### config.mk
export PLATFORM = sky130hd
export DESIGN_NAME = fbpb_addr
export DESIGN_NICKNAME = d
export VERILOG_FILES = /design/src/rtl/fbpb_pkg.sv /design/src/rtl/fbpb_addr.sv
export SDC_FILE = /design/constraint.sdc
export NUM_CORES = 1
export LEC_CHECK = 0
export ABC_AREA = 1
export BUFFER_PORTS_ARGS = -buffer_cell sky130_fd_sc_hd__buf_2
export CORE_ASPECT_RATIO = 0.8
export CORE_MARGIN = 2
export CORE_UTILIZATION = 40
export CTS_CLUSTER_DIAMETER = 30
export CTS_CLUSTER_SIZE = 30
export DETAILED_ROUTE_END_ITERATION = 8
export PLACE_DENSITY = 0.67
export SLEW_MARGIN = 20
export SYNTH_ARGS = -nofsm -noshare
export SYNTH_HDL_FRONTEND = slang
export SYNTH_SLANG_ARGS = --single-unit
### constraint.sdc
create_clock -name clk_i -period 3.1 [get_ports clk_i]
set_input_delay 0.465 -clock clk_i [delete_from_list [all_inputs] [get_ports clk_i]]
set_output_delay 0.465 -clock clk_i [all_outputs]
set_load 0.02 [all_outputs]
### src/rtl/fbpb_pkg.sv
// Shared package for the framebuffer pixel blend writer.
// Holds frame geometry defaults, command and register codes, and pixel helpers.
// No dependencies.
`timescale 1ns / 1ps
`default_nettype none

package fbpb_pkg;

  // Default frame geometry
  localparam int unsigned FrameWidthDef  = 320;
  localparam int unsigned FrameHeightDef = 240;

  // Fixed field widths
  localparam int unsigned CoordInW = 12;
  localparam int unsigned WinXW    = 9;
  localparam int unsigned WinYW    = 8;
  localparam int unsigned CfgIdxW  = 2;
  localparam int unsigned CfgDataW = 9;

  // Item commands
  typedef enum logic [1:0] {
    CmdWrite = 2'd0,
    CmdBlend = 2'd1,
    CmdRead  = 2'd2
  } cmd_e;

  // Configuration register indexes
  localparam logic [CfgIdxW-1:0] CfgWinX   = 2'd0;
  localparam logic [CfgIdxW-1:0] CfgWinY   = 2'd1;
  localparam logic [CfgIdxW-1:0] CfgCorner = 2'd2;
  localparam logic [CfgIdxW-1:0] CfgAxis   = 2'd3;

  // Origin corners
  localparam logic [1:0] Corner0 = 2'd0;
  localparam logic [1:0] Corner1 = 2'd1;
  localparam logic [1:0] Corner2 = 2'd2;
  localparam logic [1:0] Corner3 = 2'd3;

  // Expand RGB565 to RGB888 by shifting
  function automatic logic [23:0] expand565(input logic [15:0] p);
    expand565 = {p[15:11], 3'b000, p[10:5], 2'b00, p[4:0], 3'b000};
  endfunction

  // Mix one channel: (a*fg + (256-a)*bg) >> 8
  function automatic logic [7:0] mix8(input logic [7:0] a, input logic [7:0] fg,
                                      input logic [7:0] bg);
    logic [8:0]  inv;
    logic [16:0] acc;
    inv = 9'd256 - {1'b0, a};
    acc = {9'd0, a} * {9'd0, fg} + {8'd0, inv} * {9'd0, bg};
    mix8 = acc[15:8];
  endfunction

  // Blend an RGB888 color into a stored RGB565 pixel, return RGB565
  function automatic logic [15:0] blend565(input logic [15:0] bg565,
                                           input logic [23:0] fg, input logic [7:0] a);
    logic [23:0] bg;
    logic [7:0]  r;
    logic [7:0]  g;
    logic [7:0]  b;
    bg = expand565(bg565);
    r = mix8(a, fg[23:16], bg[23:16]);
    g = mix8(a, fg[15:8], bg[15:8]);
    b = mix8(a, fg[7:0], bg[7:0]);
    blend565 = {r[7:3], g[7:2], b[7:3]};
  endfunction

endpackage

`default_nettype wire

### src/rtl/fbpb_addr.sv
// Two-stage address unit: orientation remap and window offset, then
// linear index and range check. Depends on fbpb_pkg.
`timescale 1ns / 1ps
`default_nettype none

module fbpb_addr #(
  parameter int unsigned FrameWidth  = fbpb_pkg::FrameWidthDef,
  parameter int unsigned FrameHeight = fbpb_pkg::FrameHeightDef,
  parameter int unsigned AddrW       = $clog2(FrameWidth * FrameHeight)
) (
  input  wire                               clk_i,
  input  wire logic [fbpb_pkg::CoordInW-1:0] x_i,
  input  wire logic [fbpb_pkg::CoordInW-1:0] y_i,
  input  wire logic [fbpb_pkg::WinXW-1:0]    win_x_i,
  input  wire logic [fbpb_pkg::WinYW-1:0]    win_y_i,
  input  wire logic [1:0]                    corner_i,
  input  wire logic                          axis_i,
  output logic                               ok_o,
  output logic [AddrW-1:0]                   addr_o
);
  import fbpb_pkg::*;

  localparam int unsigned MaxDim = (FrameWidth > FrameHeight) ? FrameWidth : FrameHeight;
  localparam int unsigned CoordW = $clog2(MaxDim + 2048 + 512 + 1) + 1;
  localparam int unsigned IdxW   = CoordW + $clog2(FrameWidth + 1) + 1;
  localparam logic [CoordW-1:0] WidthC  = CoordW'(FrameWidth);
  localparam logic [CoordW-1:0] HeightC = CoordW'(FrameHeight);
  localparam logic [IdxW-1:0]   WidthI  = IdxW'(FrameWidth);
  localparam logic [IdxW-1:0]   DepthI  = IdxW'(FrameWidth * FrameHeight);

  logic [CoordW-1:0] xe, ye, ax, ay, col, row;
  logic [CoordW-1:0] col_q, row_q;
  logic [IdxW-1:0]   idx;

  // Remap coordinates by origin corner and axis order
  always_comb begin
    xe = {{(CoordW-CoordInW){x_i[CoordInW-1]}}, x_i};
    ye = {{(CoordW-CoordInW){y_i[CoordInW-1]}}, y_i};
    ax = WidthC - xe;
    ay = HeightC - ye;
    case (corner_i)
      Corner0: begin
        col = axis_i ? xe : ye;
        row = axis_i ? ye : xe;
      end
      Corner1: begin
        col = axis_i ? ay : xe;
        row = axis_i ? xe : ay;
      end
      Corner2: begin
        col = axis_i ? ay : ax;
        row = axis_i ? ax : ay;
      end
      default: begin
        col = axis_i ? ax : ye;
        row = axis_i ? ye : ax;
      end
    endcase
  end

  // Stage 1: add window origin
  always_ff @(posedge clk_i) begin
    col_q <= col + {{(CoordW-WinXW){1'b0}}, win_x_i};
    row_q <= row + {{(CoordW-WinYW){1'b0}}, win_y_i};
  end

  // Linear index in two's complement
  assign idx = {{(IdxW-CoordW){row_q[CoordW-1]}}, row_q} * WidthI
             + {{(IdxW-CoordW){col_q[CoordW-1]}}, col_q};

  // Stage 2: range check and address
  always_ff @(posedge clk_i) begin
    ok_o   <= !idx[IdxW-1] && (idx < DepthI);
    addr_o <= idx[AddrW-1:0];
  end

endmodule

`default_nettype wire

* Word-level counts from Yosys, hierarchy flattened *
Index checks and enable logic that the tools add are counted.

cells by class
  $add $sub $neg = 5
  multipliers = 1
  $lt $le $gt $ge = 1
  equality and inequality tests = 2
  muxes and demuxes = 10
  reductions and logical operators = 3

operator list
  cell                                                                            number
  13-bit 2-to-1 mux                                                               8
  13-bit case mux with 3 select lines                                             2
  23-bit adder                                                                    1
  23-bit by 17-bit less-than comparator with 1-bit output, second input constant  1
  23-bit by 3-bit multiplier with 17-bit output, second input constant            1
  13-bit by 8-bit adder with 13-bit output                                        1
  13-bit by 9-bit adder with 13-bit output                                        1
  10-bit by 12-bit subtractor with 13-bit output, first input constant            1
  9-bit by 12-bit subtractor with 13-bit output, first input constant             1
  2-bit by 1-bit == test with 1-bit output, second input constant                 1
  2-bit == test, second input constant                                            1
  2-bit logical NOT                                                               1
  1-bit logical AND                                                               1
  1-bit logical NOT                                                               1

storage, ports and cells
  register bits = 44
  logic and storage cells = 26

* Depth between registers and ports, before layout *
Gate-level depths: netlist (run 1).

  depth after elaboration = 4
  depth in mapped cells = 23
  mapped depth without buffers = 23

* Least setup slack after synthesis (run 1) *
OpenSTA, ideal clock, no wires.

  path type = flip-flop to flip-flop
  from = register row_q[1]
  to = register ok_o
  data arrival time = 3,149 ps
  path slack = -164 ps
  cell stages (with the launch flop) = 21
  path buffers = 0
  period minus slack after synthesis = 3,264 ps
  path through = dfxtp_1 -> ha_1 -> ha_1 -> inv_1 -> fa_1 -> o21ai_1 -> a21oi_1 -> o21ai_0 -> xor2_1 -> inv_1 -> ha_1 -> a21oi_1 -> o21ai_1 -> inv_1 -> nand3_1 -> nor2_1 -> nor2_1 -> nor2_1 -> nand2_1 -> o211ai_1 -> inv_2

on the way
  longest elaborated chain between the ends = 4
  elaborated cells on any way between the ends = 5
  those cells by class = 1 x add/sub; 1 x mul; 1 x order compare; 2 x reduce/logical

ends and longest elaborated chain
  what                                                                                                 RTL line         text
  start: declaration                                                                                   fbpb_addr.sv:32  logic [CoordW-1:0] col_q, row_q;
  start signal: assignment                                                                             fbpb_addr.sv:64  row_q <= row + {{(CoordW-WinYW){1'b0}}, win_y_i};
  23-bit by 3-bit multiplier with 17-bit output (*)                                                    fbpb_addr.sv:68  assign idx = {{(IdxW-CoordW){row_q[CoordW-1]}}, row_q} * WidthI
  23-bit adder (*)                                                                                     fbpb_addr.sv:69  + {{(IdxW-CoordW){col_q[CoordW-1]}}, col_q};
  23-bit by 17-bit less-than comparator with 1-bit output / 1-bit logical NOT (equally long branches)  fbpb_addr.sv:73  ok_o <= !idx[IdxW-1] && (idx < DepthI);
  1-bit logical AND (*)                                                                                fbpb_addr.sv:73
  end signal: assignment                                                                               fbpb_addr.sv:73
  end: declaration                                                                                     fbpb_addr.sv:18  output logic ok_o,

Mark *: on every way between the ends. The rest lies on a longest branch, timed or not.

* Final worst setup path (run 1) *
Same ends and word-level chain as after synthesis.

==> results.yml, run 1 <==
place:
  globalplace.congestion: 0.931
  io_buffers: 62
  place_hpwl_mm: 11.0
  dpl_cell_area_um2: 6160
pwr:
  power.leakage_nw: 3.36
  power.density_nw_per_um2: 1180
  post-layout-total-power_mw: 7.78
  peakVddDrop_v: 0.000771
route:
  dr.pass1.iters: 5
  drc_errors: 0
  vias: 5567
  first_iter_violations: 390
  drtAntennaViolNets: 0
  wl_mm: 14.1
  vias_per_cell: 5.00
  wl_per_cell_um: 12.6
timing:
  fin_setup_tns_ns: -0.244
  skew_ns: 0.00672
  fmax_mhz: 299
  post-route-period-util_pct: 108
  final_max_slew_viol_count: 0
  finalSetupViolCount: 1
  setup_ws_ns: -0.244
  worst_pin_slew_ns: 0.899
  rsz0062_at_grt: "yes"
  timing.slew.headroom_pct: 39.3
  hold_violations: 0
  period_needed_ns: 3.34
  hold_ws_ns: 0.328
yosys:
  synth_seq_cells: 44
  synth.net_count: 915
  synthesis.area_um2: 5050
  yosysSeqAreaShare_pct: 17.5
  syn_inst: 807
  ys_types: 43
  async_flop_share_pct: 0
  synth_ff_type: "dfxtp_1"
  synth_edf_count: 0
  yosys_warnings: 0
  synth.avg_cell_area_um2: 6.25
global_routing:
  first_global_vias: 5066
  grt_util_all_layers_pct: 20.7
  grt_pass1_wl_mm: 23.3
  grt-ovfl-total: 0
  grt_max_degree: 24
  antenna_found_initial: 0
clocking:
  clock_sinks: 44
  postCtsSetupBuffers: 0
  clockBufferDepth: 2
  cts_root_buf: "clkbuf_16"
  postCtsHoldBufs: 0
  htreeDepth: 2
  cts_tree: "built"
  clk_pin_slew_ns: 0.07
  clkLatencyLatePin_ns: 0.29
  cts_buffers: 5
critical_path:
  critPathMaxFanout: 4
  cp.arrival_ns: 3.53
  critical_path_class: "flop to flop"
  crit_required_ns: 3.29
  end_kind: "flop"
  start_kind: "flop"
layout:
  fill_cells: 1199
  antenna_cells: 0
  fin_util_pct: 54.0
  nets: 1049
  area_delta_synth_final_pct: 31.0
  final_cell_mix: "nand2_1, nor2_1, buf_4, inv_1, nand3_1"
  drive_above_1_share_pct: 25.7
  design_area_um2: 6610
  final_common_cell: "nand2_1"
run_status:
  violations: "setup timing"
  status: "finished with violations"
floorplanning:
  core-area_um2: 12300
  die_w_um: 130
  fp-row-count: 36
  die_area_um2: 13500
  io_pins: 63
  chipHeight_um: 104
  initial_core_util_pct: 41.2
hold_path:
  holdCritPathClass: "flop to flop"
flow_run:
  drv_cap: 0
==> per-layer routing <==
| metal | global-route usage [%] | wire length (um) |
|---|---|---|
| met5 | 0 | 0 |
| met1 | 29.4 | 6870 |
| met3 | 1.80 | 690 |
| met4 | 3.76 | 98 |
| met2 | 34.3 | 6410 |
==> sequential cells by signal, indices dropped and copies added, names as in the netlist <==
register  flops
ok_o          1
row_q        13
addr_o       17
col_q        13
==> through the flow <==
step                      setup WS (ns)  cells
after floorplan                  0.0127    807
after global placement          -0.0837   1105
after detailed placement         -0.167   1105
after CTS                        -0.124   1113
after global routing             -0.398   1113
final                            -0.244   1113
==> worst max-delay path, cell delays in order, from the launching register on <==
cell and delay, ns:
dfxtp_2 0.34, ha_4 0.27, ha_4 0.14, inv_4 0.05
fa_2 0.42, o21ai_4 0.18, a21oi_1 0.11, o21ai_1 0.23
xor2_1 0.17, inv_1 0.08, ha_4 0.25, a21oi_2 0.23
o21ai_2 0.09, inv_1 0.08, nand3_2 0.09, nor2_1 0.10
nor2_1 0.05, nor2_1 0.10, nand2_1 0.06, o211ai_1 0.17
inv_2 0.04
==> synth_stat cells, drive strengths merged, types with 4 or more instances <==
cell type	instances	share of area (%)
o22ai	19	2.4
buf	10	0.94
nand2	202	15
nand4	5	0.62
inv	93	6.9
nor3	7	0.69
nor2	103	8.2
o21ai	43	4.5
dfxtp	44	17
xor2	36	6.2
ha	59	15
fa	4	1.6
xnor2	9	1.6
nand3	70	7.3
nand3b	4	0.59
a21oi	57	5.7
clkbuf	9	0.67
==> cell families (layout without fill, tap and decap cells) <==
kind of cell / after synthesis / in the layout / share of synthesized area, %
AOI/OAI and AO/OA: 144 / 144 / 16.3
xor gates and xnor gates: 45 / 45 / 7.81
adders and majority gates: 63 / 63 / 16.2
buffers and inverters: 113 / 248 / 8.60
DFF: 44 / 44 / 17.5
and+or+nand+nor: 398 / 398 / 33.6
==> repair_timing <==
item,CTS,global route
endpoints found under the setup margin,1,5
pin swaps,20,15
gates resized for setup,30,27
==> worst paths after layout <==
check | slack [ns] | to | depth (start not counted) | startpoint
hold / removal | 0.33 | addr_o[4] | 0 | col_q[4]
setup reg to reg | -0.24 | ok_o | 20 | row_q[1]
hold reg to reg | 0.33 | addr_o[4] | 0 | col_q[4]
setup / recovery | -0.24 | ok_o | 20 | row_q[1]
==> report_power, final <==
group,internal [mW],switching (mW),leakage [nW]
clock,0.383,0.238,0.0804
sequential,0.815,0.0792,0.371
combinational,2.73,3.53,2.91
total,3.93,3.85,3.36
==> cell type report <==
type	count	area [um^2]	share of cell area, %
tap	171	214	3.23
sequential	44	883	13.4
inverter	94	355	5.37
clock inverter	3	46.3	0.700
clock buffer	5	125	1.89
timing repair buffer	146	953	14.4
multi-input combinational	650	4040	61.0
No activity file was read; power rests on OpenSTA's default activity.
==> run 2: changes to the inputs <==
CORE_MARGIN = unset   (was 2)
CTS_CLUSTER_SIZE = 10   (was 30)
RECOVER_POWER = 25   (was unset)
==> results.yml, run 2 (synthesis results as in run 1) <==
critical_path:
  end_kind: "flop"
  critPathMaxFanout: 4
  critical_path_class: "flop to flop"
  start_kind: "flop"
  cp.arrival_ns: 3.52
  crit_required_ns: 3.34
global_routing:
  first_global_vias: 5218
  antenna_found_initial: 0
  grt-ovfl-total: 0
  grt_pass1_wl_mm: 23.8
  grt_max_degree: 41
  grt_util_all_layers_pct: 22.3
place:
  post-place-ws_ns: -0.170
  io_buffers: 62
  globalplace.congestion: 0.921
  place_inst: 1107
  dpl_cell_area_um2: 6170
  place_hpwl_mm: 10.9
flow_run:
  drv_cap: 0
layout:
  nets: 1059
  design_area_um2: 6850
  fin_cells: 1123
  final_cell_mix: "nand2_1, buf_4, nor2_1, inv_1, nand3_1"
  top_regs: "addr_o: 17 flops, col_q: 13 flops, row_q: 13 flops"
  area_delta_synth_final_pct: 35.7
  largest_register: "addr_o"
  drive_above_1_share_pct: 28.2
  antenna_cells: 0
  final_common_cell: "nand2_1"
  largest_register_ffs: 17
timing:
  finalSetupViolCount: 1
  worst_pin_slew_ns: 0.778
  post-route-period-util_pct: 106
  setup_ws_ns: -0.180
  fmax_mhz: 305
  timing.slew.headroom_pct: 47.4
  fin_setup_tns_ns: -0.180
  hold_ws_ns: 0.326
  final_max_slew_viol_count: 0
  period_needed_ns: 3.28
  rsz0062_at_grt: "yes"
  skew_ns: 0.00617
  hold_violations: 0
floorplanning:
  io_pins: 63
  chipHeight_um: 102
  initial_core_util_pct: 41.2
  die_area_um2: 13100
  die_w_um: 128
  core-area_um2: 12300
  fp-row-count: 36
clocking:
  htreeDepth: 2
  clk_pin_slew_ns: 0.06
  clockBufferDepth: 2
  clock_sinks: 44
  postCtsHoldBufs: 0
  cts_tree: "built"
  cts_buffers: 5
  cts_root_buf: "clkbuf_16"
  clkLatencyLatePin_ns: 0.29
route:
  wl_per_cell_um: 13.0
  wl_mm: 14.6
  drc_errors: 0
  first_iter_violations: 310
  vias: 5748
  vias_per_cell: 5.12
  dr.pass1.iters: 6
  drtAntennaViolNets: 0
hold_path:
  holdCritPathClass: "flop to flop"
run_status:
  violations: "setup timing"
  status: "finished with violations"
pwr:
  power.density_nw_per_um2: 1240
  peakVddDrop_v: 0.000943
  power.leakage_nw: 3.42
## run 2: cell count changes in the layout (fill, tap and decap cells not counted), moves of 3 or more
| cell | change |
|---|---|
| ha_4 | +6 |
| o21ai_0 | -3 |
| buf_2 | -7 |
| a21oi_2 | +4 |
| a21oi_1 | -6 |
| buf_4 | +9 |
| dfxtp_1 | -3 |
| clkbuf_1 | +8 |
| ha_1 | -7 |
## run 2: per-layer routing
metal | global-route usage (%) | vias to the layer above | wire length [um]
li1 | - | 2962 | -
met1 | 30.0 | 2573 | 6990
met2 | 38.1 | 186 | 6560
met3 | 2.36 | 27 | 737
met4 | 6.52 | 0 | 262
met5 | 0 | - | 0
## run 2: worst max-delay path, stage by stage, from the launching register on
cell and delay [ns]:
dfxtp_4 0.36, ha_4 0.27, ha_4 0.20, nand2_1 0.06, nand2_1 0.07, nand3_1 0.11, nand3_2 0.11, a31o_4 0.26
a21boi_4 0.16, buf_4 0.13, xnor2_1 0.06, ha_1 0.38, a21oi_2 0.18, o21ai_0 0.12, a21oi_1 0.20, nand2_1 0.08
nand2_1 0.06, nand2_1 0.04, inv_1 0.06, nand3_2 0.08, nor2_2 0.08, o211ai_1 0.10, inv_2 0.05
## run 2: through the flow
stage          power (mW)  utilization (%)
3_5_place_dp         6.31             50.4
6_report             8.49             55.9
4_1_cts              7.49             53.8
3_3_place_gp         6.26             50.4
2_1_floorplan        4.49                -
5_1_grt              9.29             55.9
## run 2: worst paths after layout
| kind | slack [ns] | end | startpoint | depth (start not counted) |
|---|---|---|---|---|
| max | -0.18 | ok_o | row_q[3] | 22 |
| min | 0.33 | addr_o[2] | col_q[2] | 0 |
| max reg2reg | -0.18 | ok_o | row_q[3] | 22 |
| min reg2reg | 0.33 | addr_o[2] | col_q[2] | 0 |
## run 2: power by group
| group | leakage (nW) | switching, mW | internal (mW) |
|---|---|---|---|
| combinational | 2.97 | 3.84 | 3.13 |
| sequential | 0.371 | 0.0998 | 0.821 |
| clock | 0.0804 | 0.229 | 0.383 |
## run 2: area by class of cell
| type | count | area, um^2 |
|---|---|---|
| Fill cell | 1132 | 5400 |
| Multi-Input combinational cell | 650 | 4210 |
| Timing Repair Buffer | 156 | 1020 |
| Sequential cell | 44 | 890 |
| Inverter | 94 | 353 |
| Tap cell | 171 | 214 |
| Clock buffer | 5 | 125 |
| Clock inverter | 3 | 46.3 |
## run 2: what timing repair did
item,4_1_cts,5_1_grt
resized for setup,37,52
pin swaps,23,21
setup buffers,4,4
endpoints found under the setup margin,1,6
